### config.mk
export PLATFORM = sky130hd
export DESIGN_NAME = ddo_cordic
export DESIGN_NICKNAME = d
export VERILOG_FILES = /design/src/hdl/ddo_pkg.sv /design/src/hdl/ddo_cordic.sv
export SDC_FILE = /design/constraint.sdc
export NUM_CORES = 1
export LEC_CHECK = 0
export ABC_CLOCK_PERIOD_IN_PS = 6090
export BUFFER_PORTS_ARGS = -buffer_cell sky130_fd_sc_hd__buf_2
export CAP_MARGIN = 0
export CORE_MARGIN = 1
export CORE_UTILIZATION = 58
export DETAILED_ROUTE_END_ITERATION = 12
export PLACE_DENSITY = 0.79
export SYNTH_ARGS = -nofsm -noshare
export SYNTH_HDL_FRONTEND = slang
export SYNTH_SLANG_ARGS = --single-unit
### constraint.sdc
create_clock -name clk_i -period 6.09 [get_ports clk_i]
set_input_delay 0.3045 -clock clk_i [delete_from_list [all_inputs] [get_ports clk_i]]
set_output_delay 0.3045 -clock clk_i [all_outputs]
set_load 0.005 [all_outputs]
### src/hdl/ddo_pkg.sv
// ----------------------------------------------------------------------------
// ddo_pkg - shared types, constants and helpers for the odometry block
// Fixed-point constants, sequencer state types, register indexes and the
// arctangent table used by the CORDIC.
// ----------------------------------------------------------------------------
`timescale 1ns / 1ps

package ddo_pkg;

  // Default CORDIC iteration count
  localparam int CORDIC_STEPS = 24;

  // Angle constants, Q3.28
  localparam logic signed [33:0] Q28_PI      = 34'sd843314857;
  localparam logic signed [33:0] Q28_TWO_PI  = 34'sd1686629713;
  localparam logic signed [33:0] Q28_HALF_PI = 34'sd421657428;

  // CORDIC gain compensation, Q2.30
  localparam logic signed [33:0] CORDIC_K = 34'sd652032874;

  // Configuration register indexes
  localparam int CFG_IDX_W = 1;
  localparam logic [CFG_IDX_W-1:0] REG_DISTANCE_GAIN = 1'b0;
  localparam logic [CFG_IDX_W-1:0] REG_TURN_GAIN     = 1'b1;

  localparam logic [31:0] GAIN_RESET = 32'd65536;

  // Top-level sequencer
  typedef enum logic [3:0] {
    S_IDLE,
    S_MUL_L,
    S_MUL_R,
    S_DIST_R,
    S_MUL_T,
    S_TURN,
    S_CORDIC,
    S_MUL_X,
    S_MUL_Y,
    S_POS_Y,
    S_OUT
  } seq_state_e;

  // CORDIC sequencer
  typedef enum logic [1:0] {
    C_IDLE,
    C_REDUCE,
    C_ITER
  } cordic_state_e;

  // Saturate a wide signed value to signed 32 bit
  function automatic logic signed [31:0] sat32(input logic signed [65:0] v);
    logic signed [31:0] r;
    if (v > 66'sd2147483647) begin
      r = 32'sh7FFFFFFF;
    end else if (v < -66'sd2147483648) begin
      r = 32'sh80000000;
    end else begin
      r = v[31:0];
    end
    return r;
  endfunction

  // atan(2^-i) in Q3.28
  function automatic logic signed [33:0] atan_q28(input int i);
    logic signed [33:0] r;
    case (i)
      0:  r = 34'sd210828714;
      1:  r = 34'sd124459457;
      2:  r = 34'sd65760959;
      3:  r = 34'sd33381290;
      4:  r = 34'sd16755422;
      5:  r = 34'sd8385879;
      6:  r = 34'sd4193963;
      7:  r = 34'sd2097109;
      8:  r = 34'sd1048571;
      9:  r = 34'sd524287;
      10: r = 34'sd262144;
      11: r = 34'sd131072;
      12: r = 34'sd65536;
      13: r = 34'sd32768;
      14: r = 34'sd16384;
      15: r = 34'sd8192;
      16: r = 34'sd4096;
      17: r = 34'sd2048;
      18: r = 34'sd1024;
      19: r = 34'sd512;
      20: r = 34'sd256;
      21: r = 34'sd128;
      22: r = 34'sd64;
      23: r = 34'sd32;
      24: r = 34'sd16;
      25: r = 34'sd8;
      26: r = 34'sd4;
      27: r = 34'sd2;
      28: r = 34'sd1;
      default: r = 34'sd0;
    endcase
    return r;
  endfunction

endpackage

### src/hdl/ddo_cordic.sv
// ----------------------------------------------------------------------------
// ddo_cordic - iterative rotation-mode CORDIC
// Reduces an angle into [-pi, pi], folds it into [-pi/2, pi/2], then runs
// one micro-rotation per cycle to produce cosine and sine in Q2.30.
// ----------------------------------------------------------------------------
`timescale 1ns / 1ps

module ddo_cordic #(
  parameter int Steps = ddo_pkg::CORDIC_STEPS
) (
  input  logic               clk_i,
  input  logic               rst_ni,
  input  logic               start_i,
  input  logic signed [33:0] angle_i,
  output logic               done_o,
  output logic signed [32:0] cos_o,
  output logic signed [32:0] sin_o
);

  localparam int IW = (Steps > 1) ? $clog2(Steps) : 1;
  localparam logic [IW-1:0] LAST = IW'(Steps - 1);

  ddo_pkg::cordic_state_e state_q, state_d;
  logic [IW-1:0]      iter_q, iter_d;
  logic signed [33:0] ang_q, ang_d;
  logic signed [33:0] x_q, x_d, y_q, y_d, z_q, z_d;
  logic               neg_q, neg_d;
  logic signed [32:0] cos_q, cos_d, sin_q, sin_d;
  logic               done_q, done_d;

  logic signed [33:0] x_sh, y_sh, x_nx, y_nx, z_nx, atan_v;

  // One micro-rotation
  always_comb begin
    x_sh   = x_q >>> iter_q;
    y_sh   = y_q >>> iter_q;
    atan_v = ddo_pkg::atan_q28(int'(iter_q));
    if (!z_q[33]) begin
      x_nx = x_q - y_sh;
      y_nx = y_q + x_sh;
      z_nx = z_q - atan_v;
    end else begin
      x_nx = x_q + y_sh;
      y_nx = y_q - x_sh;
      z_nx = z_q + atan_v;
    end
  end

  // Sequencer
  always_comb begin
    state_d = state_q;
    iter_d  = iter_q;
    ang_d   = ang_q;
    x_d     = x_q;
    y_d     = y_q;
    z_d     = z_q;
    neg_d   = neg_q;
    cos_d   = cos_q;
    sin_d   = sin_q;
    done_d  = 1'b0;
    unique case (state_q)
      ddo_pkg::C_IDLE: begin
        if (start_i) begin
          ang_d   = angle_i;
          state_d = ddo_pkg::C_REDUCE;
        end
      end
      ddo_pkg::C_REDUCE: begin
        if (ang_q > ddo_pkg::Q28_PI) begin
          ang_d = ang_q - ddo_pkg::Q28_TWO_PI;
        end else if (ang_q < -ddo_pkg::Q28_PI) begin
          ang_d = ang_q + ddo_pkg::Q28_TWO_PI;
        end else begin
          // fold into the right half plane
          if (ang_q > ddo_pkg::Q28_HALF_PI) begin
            z_d   = ang_q - ddo_pkg::Q28_PI;
            neg_d = 1'b1;
          end else if (ang_q < -ddo_pkg::Q28_HALF_PI) begin
            z_d   = ang_q + ddo_pkg::Q28_PI;
            neg_d = 1'b1;
          end else begin
            z_d   = ang_q;
            neg_d = 1'b0;
          end
          x_d     = ddo_pkg::CORDIC_K;
          y_d     = '0;
          iter_d  = '0;
          state_d = ddo_pkg::C_ITER;
        end
      end
      ddo_pkg::C_ITER: begin
        x_d    = x_nx;
        y_d    = y_nx;
        z_d    = z_nx;
        iter_d = iter_q + 1'b1;
        if (iter_q == LAST) begin
          cos_d   = neg_q ? 33'(-x_nx) : x_nx[32:0];
          sin_d   = neg_q ? 33'(-y_nx) : y_nx[32:0];
          done_d  = 1'b1;
          state_d = ddo_pkg::C_IDLE;
        end
      end
      default: state_d = ddo_pkg::C_IDLE;
    endcase
  end

  // Control registers
  always_ff @(posedge clk_i or negedge rst_ni) begin
    if (!rst_ni) begin
      state_q <= ddo_pkg::C_IDLE;
      done_q  <= 1'b0;
    end else begin
      state_q <= state_d;
      done_q  <= done_d;
    end
  end

  // Datapath registers
  always_ff @(posedge clk_i) begin
    iter_q <= iter_d;
    ang_q  <= ang_d;
    x_q    <= x_d;
    y_q    <= y_d;
    z_q    <= z_d;
    neg_q  <= neg_d;
    cos_q  <= cos_d;
    sin_q  <= sin_d;
  end

  assign done_o = done_q;
  assign cos_o  = cos_q;
  assign sin_o  = sin_q;

`ifndef ASSERT_OFF
  // done only follows the last iteration
  a_done_after_iter: assert property (@(posedge clk_i) disable iff (!rst_ni)
    done_q |-> $past(state_q == ddo_pkg::C_ITER))
    else $error("cordic done without iteration");
  // a start is only issued while idle
  a_start_idle: assert property (@(posedge clk_i) disable iff (!rst_ni)
    start_i |-> state_q == ddo_pkg::C_IDLE)
    else $error("cordic started while busy");
  // the iteration counter never passes the last step
  a_iter_range: assert property (@(posedge clk_i) disable iff (!rst_ni)
    state_q == ddo_pkg::C_ITER |-> iter_q <= LAST)
    else $error("cordic iteration overrun");
`endif

endmodule

# --- Word-level counts from Yosys, hierarchy flattened ---
# Memory sizes are Yosys's and may differ from the RTL's. A register that Yosys moved wholly into a read port is not among the register bits.
# Cells that the tools add are included.
# W data, S select, Z words.
word_totals:
  romBits: 896
  out_inout_bits: 67
  n_memories: 1
  ff_bits: 211
mem_list:
  columns: ["name", "words", "width", "read_ports", "rd_ports_with_merged_regs", "write_ports", "line", "rtl"]
  rows:
  - ["(name not given)", 32, 28, 1, 1, 0, "ddo_pkg.sv:66", "case (i)"]
op_classes:
  bitwise_logic: 2
  n_lt_le_gt_ge: 4
  reduce_logical: 8
  muxes: 32
  add_sub_neg: 13
  n_eq_ne: 8
  shift: 2
ops:
  columns: ["op", "count"]
  rows:
  - ["$mux W34", 14]
  - ["$pmux W34 S2", 4]
  - ["$add A34 B34 Y34", 3]
  - ["$sub A34 B34 Y34", 3]
  - ["$sshr A34 B5 Y34", 2]
  - ["$mux W33", 2]
  - ["$neg A33 Y33", 2]
  - ["$add A34 B31 Y34 const B", 1]
  - ["$add A34 B32 Y34 const B", 1]
  - ["$gt A34 B30 Y1 const B", 1]
  - ["$gt A34 B31 Y1 const B", 1]
  - ["$lt A34 B30 Y1 const B", 1]
  - ["$lt A34 B31 Y1 const B", 1]
  - ["$sub A34 B31 Y34 const B", 1]
  - ["$sub A34 B32 Y34 const B", 1]
  - ["$mux W5", 3]
  - ["$pmux W5 S2", 1]
  - ["$reduce_and A3 Y1", 3]
  - ["$mux W2", 4]
  - ["$ne A2 B2 Y1 const B", 4]
  - ["$pmux W2 S3", 1]
  - ["$add A5 B1 Y5 const B", 1]
  - ["$eq A5 B5 Y1 const B", 1]
  - ["$reduce_and A4 Y1", 1]
  - ["other kinds (8)", 12]

# --- Logic depth before layout (Yosys ltp) ---
depth:
  depth_word: 6
  ltp_mapped: 28
  mapped_depth_nobuf: 24

# --- Worst setup path after synthesis ---
# OpenSTA, ideal clock, no wires.
synth_path:
  path_kind: "flip-flop to flip-flop"
  start: "register iter_q[0]"
  end: "register cos_q[32] (netlist: cos_o[32]) (data pin)"
  t_required_ns: 5.824
  path_slack_ns: -0.153
  arrival_time_ns: 5.977
  stages_incl_launch_ff: 27
  period_less_slack_ns: 6.243
  setup_ns: 0.266
  n_path_buf: 4
  path_cell_list: "edfxtp_1 buf_6 buf_12 buf_12 mux4_1 mux4_2 a21oi_1 ha_1 nor3b_1 nand4_1 nor3_1 and4bb_2 nor2_1 a211oi_1 a21oi_1 ha_1 clkbuf_1 nand2_1 nor2_1 a221o_1 a221oi_1 o21a_1 o21a_1 o311ai_0 or3_1 o41ai_1 xnor2_1"
synth_between:
  elab_chain_len: 5
synth_rtl:
  columns: ["item", "line", "rtl"]
  rows:
  - ["from (decl)", "ddo_cordic.sv:24", "logic [IW-1:0] iter_q, iter_d;"]
  - ["from (signal assigned)", "ddo_cordic.sv:120", "iter_q <= iter_d;"]
  - ["$sshr A34 B5 Y34 *", "ddo_cordic.sv:36", "y_sh = y_q >>> iter_q;"]
  - ["$sub A34 B34 Y34 / $add A34 B34 Y34 (equally long branches)", "ddo_cordic.sv:39, ddo_cordic.sv:43", null]
  - ["$mux W34 *", "ddo_cordic.sv:38", "if (!z_q[33]) begin"]
  - ["$neg A33 Y33", "ddo_cordic.sv:97", "cos_d = neg_q ? 33'(-x_nx) : x_nx[32:0];"]
  - ["$mux W33 *", "ddo_cordic.sv:97", null]
  - ["to (signal assigned)", "ddo_cordic.sv:126", "cos_q <= cos_d;"]
  - ["to (decl)", "ddo_cordic.sv:28", "logic signed [32:0] cos_q, cos_d, sin_q, sin_d;"]
# Mark *: on every way between the ends. The rest lies on a longest branch, timed or not.
# A chain may end at the register's enable or synchronous reset.

# --- Worst setup path after layout ---
layout_path:
  start: "register iter_q[0]"
  end: "register sin_q[31] (netlist: sin_o[31]) (data pin)"
layout_between:
  elab_chain_len: 5
layout_rtl:
  columns: ["item", "line", "rtl"]
  rows:
  - ["$sshr A34 B5 Y34 *", "ddo_cordic.sv:35", "x_sh = x_q >>> iter_q;"]
  - ["$add A34 B34 Y34 / $sub A34 B34 Y34 (equally long branches)", "ddo_cordic.sv:40, ddo_cordic.sv:44", null]
  - ["$mux W34 *", "ddo_cordic.sv:38", null]
  - ["$neg A33 Y33", "ddo_cordic.sv:98", "sin_d = neg_q ? 33'(-y_nx) : y_nx[32:0];"]
  - ["$mux W33 *", "ddo_cordic.sv:98", null]
  - ["to (signal assigned)", "ddo_cordic.sv:127", "sin_q <= sin_d;"]
  - ["to (decl)", "ddo_cordic.sv:28", null]
# Marks and branches as above.

==> results.cfg <==
[outcome]
status = complete, but fails checks
violations = setup timing

[logic_synthesis]
yosysTopAreaCell = edfxtp_1
ys_ff_latch = 239
yosys_most_used_dff = edfxtp_1
synth_edf_count = 208
syn_avg_cell_area_sq_um = 8.70
yosysMostFrequentCell = nand2_1
syn_nets = 3112
synthArstFlopShare_pct = 1.26
syn_inst = 2921
syn_area_sq_um = 25400
yosysWarnings = 0
netlist-cell-type-count = 104
synth-seq-area-share_pct = 27.1
netlist_top_cells_area = edfxtp_1, ha_1, mux4_2
synth.top_cell.area_share_pct = 24.6
synth_common_cells = nand2_1, nor2_1, a21oi_1, o21ai_0, edfxtp_1

[placement]
place_congestion = 1.03
port_buffers = 103
place_inst = 3918
dp_hpwl_microns = 65600

[worst_setup_path]
cp.arrival_ns = 6.66
cp-startpoint = iter_q[0]$_DFFE_PP_
start_kind = register
critPathRequiredTime_ns = 6.43
worstSetupPathType = reg2reg
r2r-start = iter_q[0]$_DFFE_PP_
end_kind = register
cp_max_fo = 10

[clock_tree]
cts.sinks = 239
cts_max_level = 1
cts-root-buf = clkbuf_16
numCtsBuffers = 30
clk_pin_slew_worst_paths_ns = 0.06
clock_path_buffers = 3
clkLatencyLatePin_ns = 0.60
cts_tree = yes

[finish]
syn_to_final_growth_pct = 28.7
stdcell_count = 4073
final_nets = 3654
final_util_pct = 75.8
drive_gt1_share_pct = 30.1

[floorplan]
dieHeight_microns = 211
fp-row-count = 76
core_sq_um = 43200
start_util_pct = 58.9
io_pins = 104
die_x_microns = 211
dieArea_sq_um = 44700

[flow_run]
maxCapViolCount = 0

[global_routing]
grt_usage_pct = 38.8
grt_max_degree = 94
antenna_found_initial = 2
grt_pass1_vias = 26000
grt_overflow = 0
grt_first_pass_wirelength_microns = 137000

[timing]
hold_violations = 0
clock_skew_ns = 0.0171
setup_tns_ns = -1.65
max_slew_margin_pct = 19.2
max_freq_mhz = 158
timing.final.ws_setup_ns = -0.227
worst_hold_slack_ns = 0.00303
fin_crit_sh_pct = 104
drv_slew = 0
tightest_slew_ns = 1.21
rsz0062_at_grt = true
setup_viol = 14
fin_crit_ns = 6.32

[hold_path]
hp-class = in2reg
hold_start = angle_i[20]

[drt]
vias = 26700
wl_microns = 90600
ant_nets = 0
vias_per_cell = 6.56
drc = 0
dr.pass1.iters = 7
drtIter0Drc = 3224
wl_per_cell_microns = 22.2
metrics by stage:
stage	worst slack (ns)	area [sq um]
floorplan	0.0233	25500
global placement	-0.329	29600
detailed placement	-0.542	29600
CTS	-0.106	31600
global route	-0.384	32700
finish	-0.227	32700
cell families (layout without fill, tap and decap cells):
group	Yosys count	count (layout)	share of synthesized area, %
compound gates	875	875	22.0
simple gates	952	952	18.2
fa+ha+maj	154	154	7.70
buf+inv	245	811	4.19
xor+xnor	294	294	10.1
other cells	0	1	0
mux	162	162	10.8
flops	239	239	27.1
final cells by class:
cell class                 instances  area, sq um
clock buffer                      35          791
timing repair buffer             665         5010
sequential                       239         6880
antenna                            1         2.50
inverter                          90          338
multi-input combinational       2437        18800
fill                            2986        10500
tap                              585          732
clock inverter                    21          205
worst max-delay path: stages (launching register included):
cell	delay (ns)
edfxtp_1	0.41
buf_6	0.15
buf_12	0.14
buf_12	0.15
buf_6	0.13
mux2i_1	0.11
mux2_4	0.31
mux4_2	0.51
a222oi_1	0.34
buf_4	0.19
nand4b_1	0.21
buf_4	0.19
nor2b_4	0.06
nor2_1	0.11
xnor2_1	0.10
ha_2	0.41
nand4_1	0.26
a211oi_4	0.33
o211ai_1	0.24
nand2_2	0.16
xnor2_2	0.09
or3_4	0.40
buf_4	0.14
nor3_2	0.10
buf_4	0.14
nand4b_1	0.20
o31a_1	0.35
xnor2_1	0.12
layer usage:
| metal | share of wire, % | up-vias | track usage (%) |
|---|---|---|---|
| met5 | 0.014 | - | 0 |
| met4 | 6.0 | 2 | 19.4 |
| met3 | 9.1 | 437 | 6.22 |
| met2 | 49 | 1632 | 68.0 |
| met1 | 36 | 12600 | 45.9 |
| li1 | - | 12000 | - |
final timing paths:
check | end | slack, ns | depth (start not counted)
setup / recovery | sin_o[31]$_DFFE_PP_ | -0.23 | 27
hold / removal | ang_q[20]$_DFFE_PP_ | 0.003 | 3
setup reg to reg | sin_o[31]$_DFFE_PP_ | -0.23 | 27
hold reg to reg | state_q[0]$_DFFE_PN0P_ | 0.58 | 1
max in group asynchronous | state_q[0]$_DFFE_PN0P_ | 5.92 | 2
min in group asynchronous | done_o$_DFF_PN0_ | 0.05 | 2
layout by cell type, fill, tap and decap left out, types with 20 or more instances in the layout:
master / Yosys / routed
o22ai_1: 28 / 27
and3_1: 23 / 20
nor2b_1: 30 / 28
a21o_1: 50 / 50
nor2_1: 246 / 229
buf_4: 12 / 516
nand3_1: 59 / 54
and2_1: 43 / 41
xnor2_1: 184 / 171
nand2b_1: 42 / 39
nand4_1: 21 / 21
dfxtp_1: 28 / 28
nand2_1: 323 / 310
o21ai_0: 218 / 194
inv_1: 88 / 88
a21oi_1: 228 / 195
mux4_2: 76 / 80
edfxtp_1: 208 / 208
a211oi_1: 34 / 23
mux2_2: 27 / 22
ha_1: 150 / 137
a21oi_2: 3 / 33
xor2_1: 110 / 108
o21a_1: 24 / 23
buf_2: 17 / 103
clkbuf_16: 0 / 31
a31oi_1: 53 / 45
o211ai_1: 30 / 30
o21bai_1: 21 / 20
mux2i_1: 49 / 47
nor3_1: 46 / 40
flip-flops by register name (all words and copies together), names as in the netlist:
register  flops
ang_q        34
x_q          34
y_q          34
z_q          34
cos_o        33
sin_o        33
atan_v       28
iter_q        5
state_q       2
done_o        1
neg_q         1
repair_timing:
item                                    in CTS  in global routing
pin swaps                                   58                 84
hold buffers                                14                  0
gates resized for setup                    105                177
endpoints found under the setup margin      31                 44
endpoints found under the hold margin       16                  0
setup buffers                               40                 44
gates cloned                                 1                  0
Power is left out: the tool's default activity adds up to more than one toggle a clock period on the data nets, which glitch-free logic cannot reach.
